$ cat config.mk
export PLATFORM = sky130hd
export DESIGN_NAME = telnet_command_filter
export DESIGN_NICKNAME = d
export VERILOG_FILES = /design/src/hdl/tcf_pkg.sv /design/src/hdl/telnet_command_filter.sv /design/src/hdl/tcf_parser.sv /design/src/hdl/tcf_emitter.sv
export SDC_FILE = /design/constraint.sdc
export NUM_CORES = 1
export LEC_CHECK = 0
export BUFFER_PORTS_ARGS = -buffer_cell sky130_fd_sc_hd__buf_2
export CAP_MARGIN = 20
export CORE_ASPECT_RATIO = 1.2
export CORE_MARGIN = 3
export CORE_UTILIZATION = 55
export DETAILED_ROUTE_END_ITERATION = 12
export HOLD_SLACK_MARGIN = 0.06
export PLACE_DENSITY = 0.81
export RECOVER_POWER = 25
export SLEW_MARGIN = 20
export SYNTH_ARGS = -nofsm -noshare
export SYNTH_HDL_FRONTEND = slang
export SYNTH_HIERARCHICAL = 1
export SYNTH_SLANG_ARGS = --single-unit
export TNS_END_PERCENT = 5
$ cat constraint.sdc
create_clock -name clk -period 7.1 [get_ports clk]
set_clock_uncertainty 0.2 [all_clocks]
set_input_delay 1.42 -clock clk [delete_from_list [all_inputs] [get_ports clk]]
set_output_delay 1.42 -clock clk [all_outputs]
set_load 0.01 [all_outputs]
$ cat src/hdl/tcf_pkg.sv
// ----------------------------------------------------------------------------
// tcf_pkg
// Shared codes, types and helpers for the Telnet command filter.
// ----------------------------------------------------------------------------
package tcf_pkg;

	// Telnet command bytes
	localparam logic [7:0] TN_IAC  = 8'd255;
	localparam logic [7:0] TN_DONT = 8'd254;
	localparam logic [7:0] TN_DO   = 8'd253;
	localparam logic [7:0] TN_WONT = 8'd252;
	localparam logic [7:0] TN_WILL = 8'd251;
	localparam logic [7:0] TN_SB   = 8'd250;
	localparam logic [7:0] TN_SE   = 8'd240;

	// Result kinds
	localparam logic KIND_DATA  = 1'b0;
	localparam logic KIND_REPLY = 1'b1;

	typedef enum logic [2:0] {
		ST_DATA   = 3'd0,
		ST_CMD    = 3'd1,
		ST_OPTION = 3'd2,
		ST_SUB    = 3'd3,
		ST_SUBCMD = 3'd4
	} tcf_state_t;

	typedef enum logic [1:0] {
		VERB_DO   = 2'd0,
		VERB_DONT = 2'd1,
		VERB_WILL = 2'd2,
		VERB_WONT = 2'd3
	} tcf_verb_t;

	// What one received byte produces, handed from parser to emitter
	typedef struct packed {
		logic       has;    // at least one result
		logic       multi;  // three-beat reply
		logic       kind;
		logic [7:0] data;   // data byte or option byte
		tcf_verb_t  verb;   // received verb for a reply
	} tcf_res_t;

	// Mirror a received verb: DO and WILL swap, DONT and WONT swap
	function automatic logic [7:0] reply_code(tcf_verb_t verb);
		logic [7:0] code;
		case (verb)
			VERB_DO:   code = TN_WILL;
			VERB_DONT: code = TN_WONT;
			VERB_WILL: code = TN_DO;
			VERB_WONT: code = TN_DONT;
			default:   code = TN_WILL;
		endcase
		return code;
	endfunction

endpackage

$ cat src/hdl/telnet_command_filter.sv
// ----------------------------------------------------------------------------
// telnet_command_filter
// Telnet receive filter: passes data, drops commands, mirrors option requests.
// ----------------------------------------------------------------------------
// A byte is registered in the input register on accept; its results are loaded
// into the result register when the emitter is free. Throughput: one byte per
// cycle unless stalled; an option byte holds the result register for three
// output beats, during which one further byte can wait in the input register.
// Reset clears the parser to the data state and empties both registers.
module telnet_command_filter (
	input  logic       clk,
	input  logic       arst_n,
	input  logic       in_valid,
	output logic       in_stall,
	input  logic [7:0] rx_byte,
	output logic       out_valid,
	input  logic       out_stall,
	output logic       out_kind,
	output logic [7:0] out_byte,
	output logic       out_last
);

	logic              rx_valid_s1;
	logic [7:0]        rx_byte_s1;
	logic              adv;
	logic              free;
	tcf_pkg::tcf_res_t res;

	// advance a byte with no result at once; otherwise wait for the emitter
	assign adv      = rx_valid_s1 && (!res.has || free);
	assign in_stall = rx_valid_s1 && !adv;

	always_ff @(posedge clk or negedge arst_n) begin
		if (!arst_n) begin
			rx_valid_s1 <= 1'b0;
		end else if (in_valid && !in_stall) begin
			rx_valid_s1 <= 1'b1;
		end else if (adv) begin
			rx_valid_s1 <= 1'b0;
		end
	end

	always_ff @(posedge clk) begin
		if (in_valid && !in_stall) begin
			rx_byte_s1 <= rx_byte;
		end
	end

	tcf_parser u_parser (
		.clk     (clk),
		.arst_n  (arst_n),
		.step    (adv),
		.rx_byte (rx_byte_s1),
		.res     (res)
	);

	tcf_emitter u_emitter (
		.clk       (clk),
		.arst_n    (arst_n),
		.load      (adv && res.has),
		.res       (res),
		.free      (free),
		.out_valid (out_valid),
		.out_stall (out_stall),
		.out_kind  (out_kind),
		.out_byte  (out_byte),
		.out_last  (out_last)
	);

	// data results are always single beats
	a_data_single: assert property (@(posedge clk) disable iff (!arst_n)
		out_valid && (out_kind == tcf_pkg::KIND_DATA) |-> out_last)
		else $error("data result spans more than one beat");

	// a reply that is not finished continues on the next cycle
	a_reply_continues: assert property (@(posedge clk) disable iff (!arst_n)
		out_valid && !out_stall && !out_last |=> out_valid && out_kind)
		else $error("reply sequence broken");

	// a reply starts with IAC
	a_reply_starts_iac: assert property (@(posedge clk) disable iff (!arst_n)
		out_valid && !out_stall && out_last |=>
		!out_valid || out_last || (out_byte == tcf_pkg::TN_IAC))
		else $error("reply does not start with IAC");

	// a byte waiting in the input register is never lost
	a_hold_input: assert property (@(posedge clk) disable iff (!arst_n)
		rx_valid_s1 && !adv |=> rx_valid_s1 && $stable(rx_byte_s1))
		else $error("waiting input byte lost");

endmodule

$ cat src/hdl/tcf_parser.sv
// ----------------------------------------------------------------------------
// tcf_parser
// Command parser state machine: classifies each byte and says what it emits.
// ----------------------------------------------------------------------------
module tcf_parser (
	input  logic              clk,
	input  logic              arst_n,
	input  logic              step,
	input  logic [7:0]        rx_byte,
	output tcf_pkg::tcf_res_t res
);

	tcf_pkg::tcf_state_t state_q, state_d;
	tcf_pkg::tcf_verb_t  verb_q, verb_d;

	always_ff @(posedge clk or negedge arst_n) begin
		if (!arst_n) begin
			state_q <= tcf_pkg::ST_DATA;
			verb_q  <= tcf_pkg::VERB_DO;
		end else if (step) begin
			state_q <= state_d;
			verb_q  <= verb_d;
		end
	end

	always_comb begin
		state_d   = tcf_pkg::ST_DATA;
		verb_d    = verb_q;
		res.has   = 1'b0;
		res.multi = 1'b0;
		res.kind  = tcf_pkg::KIND_DATA;
		res.data  = rx_byte;
		res.verb  = verb_q;
		case (state_q)
			tcf_pkg::ST_CMD: begin
				if (rx_byte == tcf_pkg::TN_IAC) begin
					// escaped IAC is data 255
					res.has = 1'b1;
				end else if (rx_byte == tcf_pkg::TN_SB) begin
					state_d = tcf_pkg::ST_SUB;
				end else if (rx_byte inside {tcf_pkg::TN_DO, tcf_pkg::TN_DONT,
						tcf_pkg::TN_WILL, tcf_pkg::TN_WONT}) begin
					state_d = tcf_pkg::ST_OPTION;
					case (rx_byte)
						tcf_pkg::TN_DO:   verb_d = tcf_pkg::VERB_DO;
						tcf_pkg::TN_DONT: verb_d = tcf_pkg::VERB_DONT;
						tcf_pkg::TN_WILL: verb_d = tcf_pkg::VERB_WILL;
						default:          verb_d = tcf_pkg::VERB_WONT;
					endcase
				end
			end
			tcf_pkg::ST_OPTION: begin
				res.has   = 1'b1;
				res.multi = 1'b1;
				res.kind  = tcf_pkg::KIND_REPLY;
			end
			tcf_pkg::ST_SUB: begin
				state_d = (rx_byte == tcf_pkg::TN_IAC) ? tcf_pkg::ST_SUBCMD : tcf_pkg::ST_SUB;
			end
			tcf_pkg::ST_SUBCMD: begin
				state_d = (rx_byte == tcf_pkg::TN_SE) ? tcf_pkg::ST_DATA : tcf_pkg::ST_SUB;
			end
			default: begin
				if (rx_byte == tcf_pkg::TN_IAC) begin
					state_d = tcf_pkg::ST_CMD;
				end else begin
					res.has = 1'b1;
				end
			end
		endcase
	end

endmodule

$ cat src/hdl/tcf_emitter.sv
// ----------------------------------------------------------------------------
// tcf_emitter
// Result register: holds one byte's results and sends them beat by beat.
// ----------------------------------------------------------------------------
module tcf_emitter (
	input  logic              clk,
	input  logic              arst_n,
	input  logic              load,
	input  tcf_pkg::tcf_res_t res,
	output logic              free,
	output logic              out_valid,
	input  logic              out_stall,
	output logic              out_kind,
	output logic [7:0]        out_byte,
	output logic              out_last
);

	logic               valid_q;
	logic [1:0]         idx_q;
	logic               multi_q;
	logic               kind_q;
	logic [7:0]         byte_q;
	tcf_pkg::tcf_verb_t verb_q;
	logic               beat;

	assign beat = valid_q && !out_stall;
	assign free = !valid_q || (beat && out_last);

	always_ff @(posedge clk or negedge arst_n) begin
		if (!arst_n) begin
			valid_q <= 1'b0;
			idx_q   <= 2'd0;
		end else if (load) begin
			valid_q <= 1'b1;
			idx_q   <= 2'd0;
		end else if (beat) begin
			if (out_last) begin
				valid_q <= 1'b0;
			end else begin
				idx_q <= idx_q + 2'd1;
			end
		end
	end

	always_ff @(posedge clk) begin
		if (load) begin
			multi_q <= res.multi;
			kind_q  <= res.kind;
			byte_q  <= res.data;
			verb_q  <= res.verb;
		end
	end

	assign out_valid = valid_q;
	assign out_kind  = kind_q;

	always_comb begin
		case (idx_q)
			2'd0: begin
				out_byte = multi_q ? tcf_pkg::TN_IAC : byte_q;
				out_last = !multi_q;
			end
			2'd1: begin
				out_byte = tcf_pkg::reply_code(verb_q);
				out_last = 1'b0;
			end
			default: begin
				out_byte = byte_q;
				out_last = 1'b1;
			end
		endcase
	end

endmodule

==> run metrics, run 1 <==
starting density of the core 0.586; CTS tree built; synthesized instance count 151; Seq/Total Area, Yosys 0.496; H-tree levels 2; first-pass GRT wire length 4570 um; status complete, no violations; initial antenna violation count 0; CP max stage delay 420 ps; Synth area leaders edfxtp_1 (36%), dfrtp_1 (14%), nor2_1 (5.9%), buf_4 (4.1%), ha_1 (3.8%); # rows 21; post-DR vias/cell 5.82; Tmin final 3810 ps; vias in the first global route 1,067; Tcrit/Tclk final 0.537; DRT iter0 DRCs 62; Placement Cell Area 1710 sq um; crit path max fanout 10; routed len/inst 14.6 um; relative slew slack 0.536; Max-Cap Viols 0; fillcell total 231; HPWL Detailed 2110 um; FMAX 0.262 GHz; startpoint types flip-flop; post-route ant nets 0; Core Footprint 2840 sq um; commonest cells after routing, fill and taps aside nor2_1 (25), buf_2 (22), edfxtp_1 (20); Critical Path End Type output pin; Die W 56.2 um; Post-synth ARST share 0.310; total nets after synthesis 168; DR vias 1,163; Final Hold Vio Count 0; commonest non-fill, non-tap cell in the layout nor2_1; Nets 182; Crit path max-delay family flip-flops; number of flops mapped to enable cells by yosys 20; worst-margin pin slew 695 ps; input/output buffers 23; RSZ-0062 raised after global routing no; Pleak 0.748 nW; share of cells above drive strength 1 0.271; Critical Path, Cell by Cell inv_1 -> ha_1 -> mux2_4 -> o21ai_0 -> nand3b_4 -> inv_1 -> buf_2; final wirelength 2910 um; most frequent CP cell inv_1; Post-CTS Repair Setup Buffers 0; largest net degree at the start of global routing 18; CTS Buf Count 5; Worst Path Arrival 2190 ps; CP max-delay cell dfrtp_1; Hold Buf Count CTS 0; WP buf/inv 3; router iterations before antenna repair 4; Clock Sinks 29; ant diodes 0; Yosys warnings 6; Clock transition at path regs 90 ps; register area 826 sq um; fin. max-slew vios 0; die height 66.3 um; worst vdd ir 0.000234 V; Final setup viols 0; Yosys top cell by area edfxtp_1; Post-Route Setup TNS 0 ps; Yosys reg bits 29; post-synth top area share 0.361; multi-input logic area 697 sq um; synth unique cells 40; GP Congestion 0.967; PD cells 361 nW/um^2; Post-Syn Area per Cell 11.0 sq um; total die area 3720 sq um; Mapped Area 1660 sq um; clk buf depth 2; DRC 0; IO Pins 24; post-route cell area 1760 sq um; total gr overflow 0; CP Depth 7; root buf cell clkbuf_4; Clock Latency Late Sink 320 ps; post-CTS sizing 0; R2R depth 10; GRT Util Overall 0.162; most frequently used flop master after synthesis edfxtp_1; WS Path Type reg -> out; Hold Path Cell Cnt 0; Worst Hold Class reg -> reg; P&R area growth vs syn 5.64%; worst path required time 5480 ps
cell type report:
| class | instances | area share |
|---|---|---|
| Inverter | 8 | 0.0171 |
| Tap cell | 34 | 0.0242 |
| Multi-Input combinational cell | 98 | 0.396 |
| Clock buffer | 7 | 0.0256 |
| Timing Repair Buffer | 23 | 0.0648 |
| Sequential cell | 29 | 0.470 |
| Clock inverter | 1 | 0.00214 |
cells in the mapped netlist, types with 2 or more instances:
cell type / count
dfrtp_1: 9
xor2_1: 3
nand4_1: 2
buf_4: 9
inv_1: 7
buf_6: 2
mux2i_1: 2
nand2_1: 3
mux2_4: 4
nor2b_1: 3
a2bb2oi_1: 3
edfxtp_1: 20
ha_1: 5
nand3_1: 5
buf_2: 4
a21o_1: 2
nand2b_1: 7
a21oi_1: 5
o21ai_0: 4
nor2_1: 26
a31oi_1: 3
o32a_2: 5
layer usage:
layer / vias up / GRT usage / routed length [um]
met5: - / 0 / 0
met4: 0 / 0.113 / 70
met3: 12 / 0.0449 / 177
met2: 47 / 0.282 / 1490
met1: 546 / 0.169 / 1180
li1: 558 / - / -
stage by stage:
step	power, mW	hold slack, ps	utilization	cells	setup WS (ps)
floorplan	0.487	225	-	151	3650
global placement	0.527	229	0.602	192	3380
detailed placement	0.544	229	0.602	192	3390
CTS	0.635	242	0.619	200	3290
global route	0.679	265	0.619	200	3120
finish	0.634	242	0.619	200	3290
power breakdown:
part           internal (mW)  switching (mW)  leakage, nW  total, mW
logic                  0.126           0.147        0.416      0.274
registers              0.232          0.0384        0.305      0.271
clock network         0.0380          0.0524       0.0269     0.0904
total                  0.396           0.238        0.748      0.634
registers in the layout, summed over array words and instances, names as in the netlist:
register and cells:
rx_byte_s1 8, u_emitter/byte_q 8, u_parser/state_q 3, u_emitter/idx_q 2, u_emitter/verb_q 2, u_parser/verb_q 2, rx_valid_s1 1, u_emitter/multi_q 1
u_emitter/out_kind 1, u_emitter/out_valid 1
logic make-up (layout without fill, tap and decap cells):
| family | after synthesis | after routing | synth area share |
|---|---|---|---|
| simple gates | 57 | 57 | 0.188 |
| flops | 29 | 29 | 0.496 |
| compound gates | 26 | 26 | 0.118 |
| buf+inv | 24 | 39 | 0.0865 |
| mux | 6 | 6 | 0.0481 |
| fa+ha+maj | 5 | 5 | 0.0376 |
| xor+xnor | 4 | 4 | 0.0256 |
final timing paths:
kind / start / endpoint / slack (ps)
setup / recovery: u_emitter/idx_q[0] / in_stall / 3290
hold / removal: rx_byte_s1[7] / u_emitter/byte_q[7] / 240
hold reg to reg: rx_byte_s1[7] / u_emitter/byte_q[7] / 240
setup reg to reg: u_emitter/idx_q[0] / u_parser/verb_q[1] / 3700
min in group asynchronous: arst_n / u_emitter/idx_q[0] / 820
max in group asynchronous: arst_n / u_parser/state_q[2] / 5530
(Power assumes the default switching activity.)
==> run 2, diff against run 1 <==
--- a/config.mk
+++ b/config.mk
@@ -9,10 +9,10 @@
 export CAP_MARGIN = 20
 export CORE_ASPECT_RATIO = 1.2
 export CORE_MARGIN = 3
-export CORE_UTILIZATION = 55
+export CORE_UTILIZATION = 51
 export DETAILED_ROUTE_END_ITERATION = 12
 export HOLD_SLACK_MARGIN = 0.06
-export PLACE_DENSITY = 0.81
+export PLACE_DENSITY = 0.79
 export RECOVER_POWER = 25
 export SLEW_MARGIN = 20
 export SYNTH_ARGS = -nofsm -noshare
==> constraint.sdc (replaced) <==
create_clock -name clk -period 3.5 [get_ports clk]
set_clock_uncertainty 0.2 [all_clocks]
set_input_delay 0.7 -clock clk [delete_from_list [all_inputs] [get_ports clk]]
set_output_delay 0.7 -clock clk [all_outputs]
set_load 0.01 [all_outputs]
==> run 2 against run 1 <==
Against the previous run: combinational power increased by 100%; critical endpoint is now u_parser/verb_q[0]; non-clock buffer count increased by 3; global-route usage decreased by 1.0 points; largest power group unchanged; sequential share of layout area decreased by 0.85 points.
==> run metrics, run 2 (same netlist as run 1, synthesis figures left out) <==
worst-margin pin slew 576 ps; R2R depth 10; Tcrit/Tclk final 0.921; worst path required time 3520 ps; DR vias 1,137; H-tree levels 2; CTS tree built; reg2reg start u_emitter/idx_q[0]; Critical Path End Type flip-flop; Tot Pwr 1.29 mW; Placement Cell Area 1730 sq um; GP Congestion 0.809; FMAX 0.310 GHz; Nets 185; Sw Ratio 0.372; total die area 3990 sq um; post-route ant nets 0; Logic pwr share 0.431; hold_ws 248 ps; CTS Buf Count 5; DRC 0; crit path max fanout 10; reg2reg end u_parser/verb_q[0]; Hold Path Cell Cnt 0; startpoint types flip-flop; post-layout util 0.581; fin. max-slew vios 0; worst vdd ir 0.000358 V; status complete, no violations; DRT iter0 DRCs 107; root buf cell clkbuf_4; Final setup viols 0; clk buf depth 2; GRT Util Overall 0.152; Tmin final 3220 ps; PD cells 721 nW/um^2; largest net degree at the start of global routing 16; initial antenna violation count 0; WS Path Type reg -> reg; biggest regs rx_byte_s1 x8, u_emitter/byte_q x8, u_parser/state_q x3; router iterations before antenna repair 4; Die W 58.1 um; total gr overflow 0; die height 68.6 um; P&R area growth vs syn 7.59%; Internal Power 0.810 mW; Clock transition at path regs 90 ps; Clock Latency Late Sink 320 ps; clock share of power 0.145; R2R setup slack 280 ps; Hold Path Sink u_emitter/byte_q[4]; Worst Hold Class reg -> reg; Final Hold Vio Count 0; post-DR vias/cell 5.55; final wirelength 2700 um; Core Footprint 3080 sq um; Clock Sinks 29; input/output buffers 23; Post-CTS Repair Setup Buffers 0; routed len/inst 13.2 um; commonest cells after routing, fill and taps aside nor2_1 (26), buf_2 (23), edfxtp_1 (20); Max-Cap Viols 0; share of cells above drive strength 1 0.296; Pleak 0.770 nW; commonest non-fill, non-tap cell in the layout nor2_1; relative slew slack 0.612; HPWL Detailed 2090 um; Sequential Power Share 0.424; # rows 22; first-pass GRT wire length 4550 um; vias in the first global route 1,111; Worst Path Arrival 3240 ps; RSZ-0062 raised after global routing no; hold path start rx_byte_s1[4]; starting density of the core 0.540; IO Pins 24; Switch Pwr 0.480 mW; ant diodes 0; Post-Route Setup TNS 0 ps; post-route cell area 1790 sq um
==> run 2: cell count changes in the layout (fill, tap and decap cells not counted) <==
cell,before,now
buf_2,22,23
dlygate4sd3_1,0,1
buf_4,0,2
nor2_1,25,26
clkbuf_1,3,0
clkinv_2,0,2
clkinvlp_4,0,1
nor2_2,1,0
clkinv_1,1,0
==> run 2: worst max-delay path, stage by stage, from the launching register on <==
cell,delay [ps]
dfrtp_1,420
inv_1,90
ha_1,410
mux2_4,350
o21ai_0,220
inv_1,80
a21boi_0,490
inv_1,160
a21oi_1,150
and4_4,250
mux2_4,290
==> run 2: metrics by stage <==
step           cells  worst slack (ps)
2_1_floorplan    151               679
3_3_place_gp     196               431
3_5_place_dp     196               314
4_1_cts          205               285
5_1_grt          205              20.6
6_report         205               277
==> run 2: cell type report <==
type / instances / area (sq um)
multi-input cells: 98 / 694
fillers: 267 / 1290
inverters: 8 / 30.0
repair buffers: 26 / 140
clock buffers: 5 / 37.5
flip-flops and latches: 29 / 826
clock inverters: 3 / 17.5
well taps: 36 / 45.0
==> run 2: routing by layer <==
layer | track usage | part of all wire | vias to the layer above
li1 | - | - | 566
met3 | 0.0447 | 0.042 | 7
met4 | 0.0754 | 0.019 | 0
met1 | 0.153 | 0.39 | 542
met5 | 0 | 0 | -
met2 | 0.287 | 0.54 | 22
==> run 2: worst max-delay path by stage <==
| stage | slack (ps) | cells after the start | to | start |
|---|---|---|---|---|
| CTS | 280 | 10 | u_parser/verb_q[0] | u_emitter/idx_q[0] |
| global route | 20 | 10 | u_parser/verb_q[0] | u_emitter/idx_q[0] |
| detailed placement | 310 | 10 | u_parser/verb_q[0] | u_emitter/idx_q[0] |
| global placement | 430 | 10 | u_parser/verb_q[1] | u_emitter/idx_q[0] |
| finish | 280 | 10 | u_parser/verb_q[0] | u_emitter/idx_q[0] |
| floorplan | 680 | 11 | u_parser/verb_q[0] | u_emitter/idx_q[0] |
==> run 2: timing repair <==
item | CTS | global route
endpoints found under the setup margin | 0 | 0
hold buffers | 1 | 0
gates resized for setup | 0 | 0
endpoints found under the hold margin | 9 | 0
==> run 2: power groups by stage <==
stage / sequential, mW / combinational [mW] / clock (mW)
5_1_grt: 0.561 / 0.616 / 0.208
3_3_place_gp: 0.548 / 0.533 / 0
4_1_cts: 0.546 / 0.557 / 0.197
2_1_floorplan: 0.523 / 0.464 / 0
6_report: 0.547 / 0.557 / 0.187
3_5_place_dp: 0.554 / 0.553 / 0
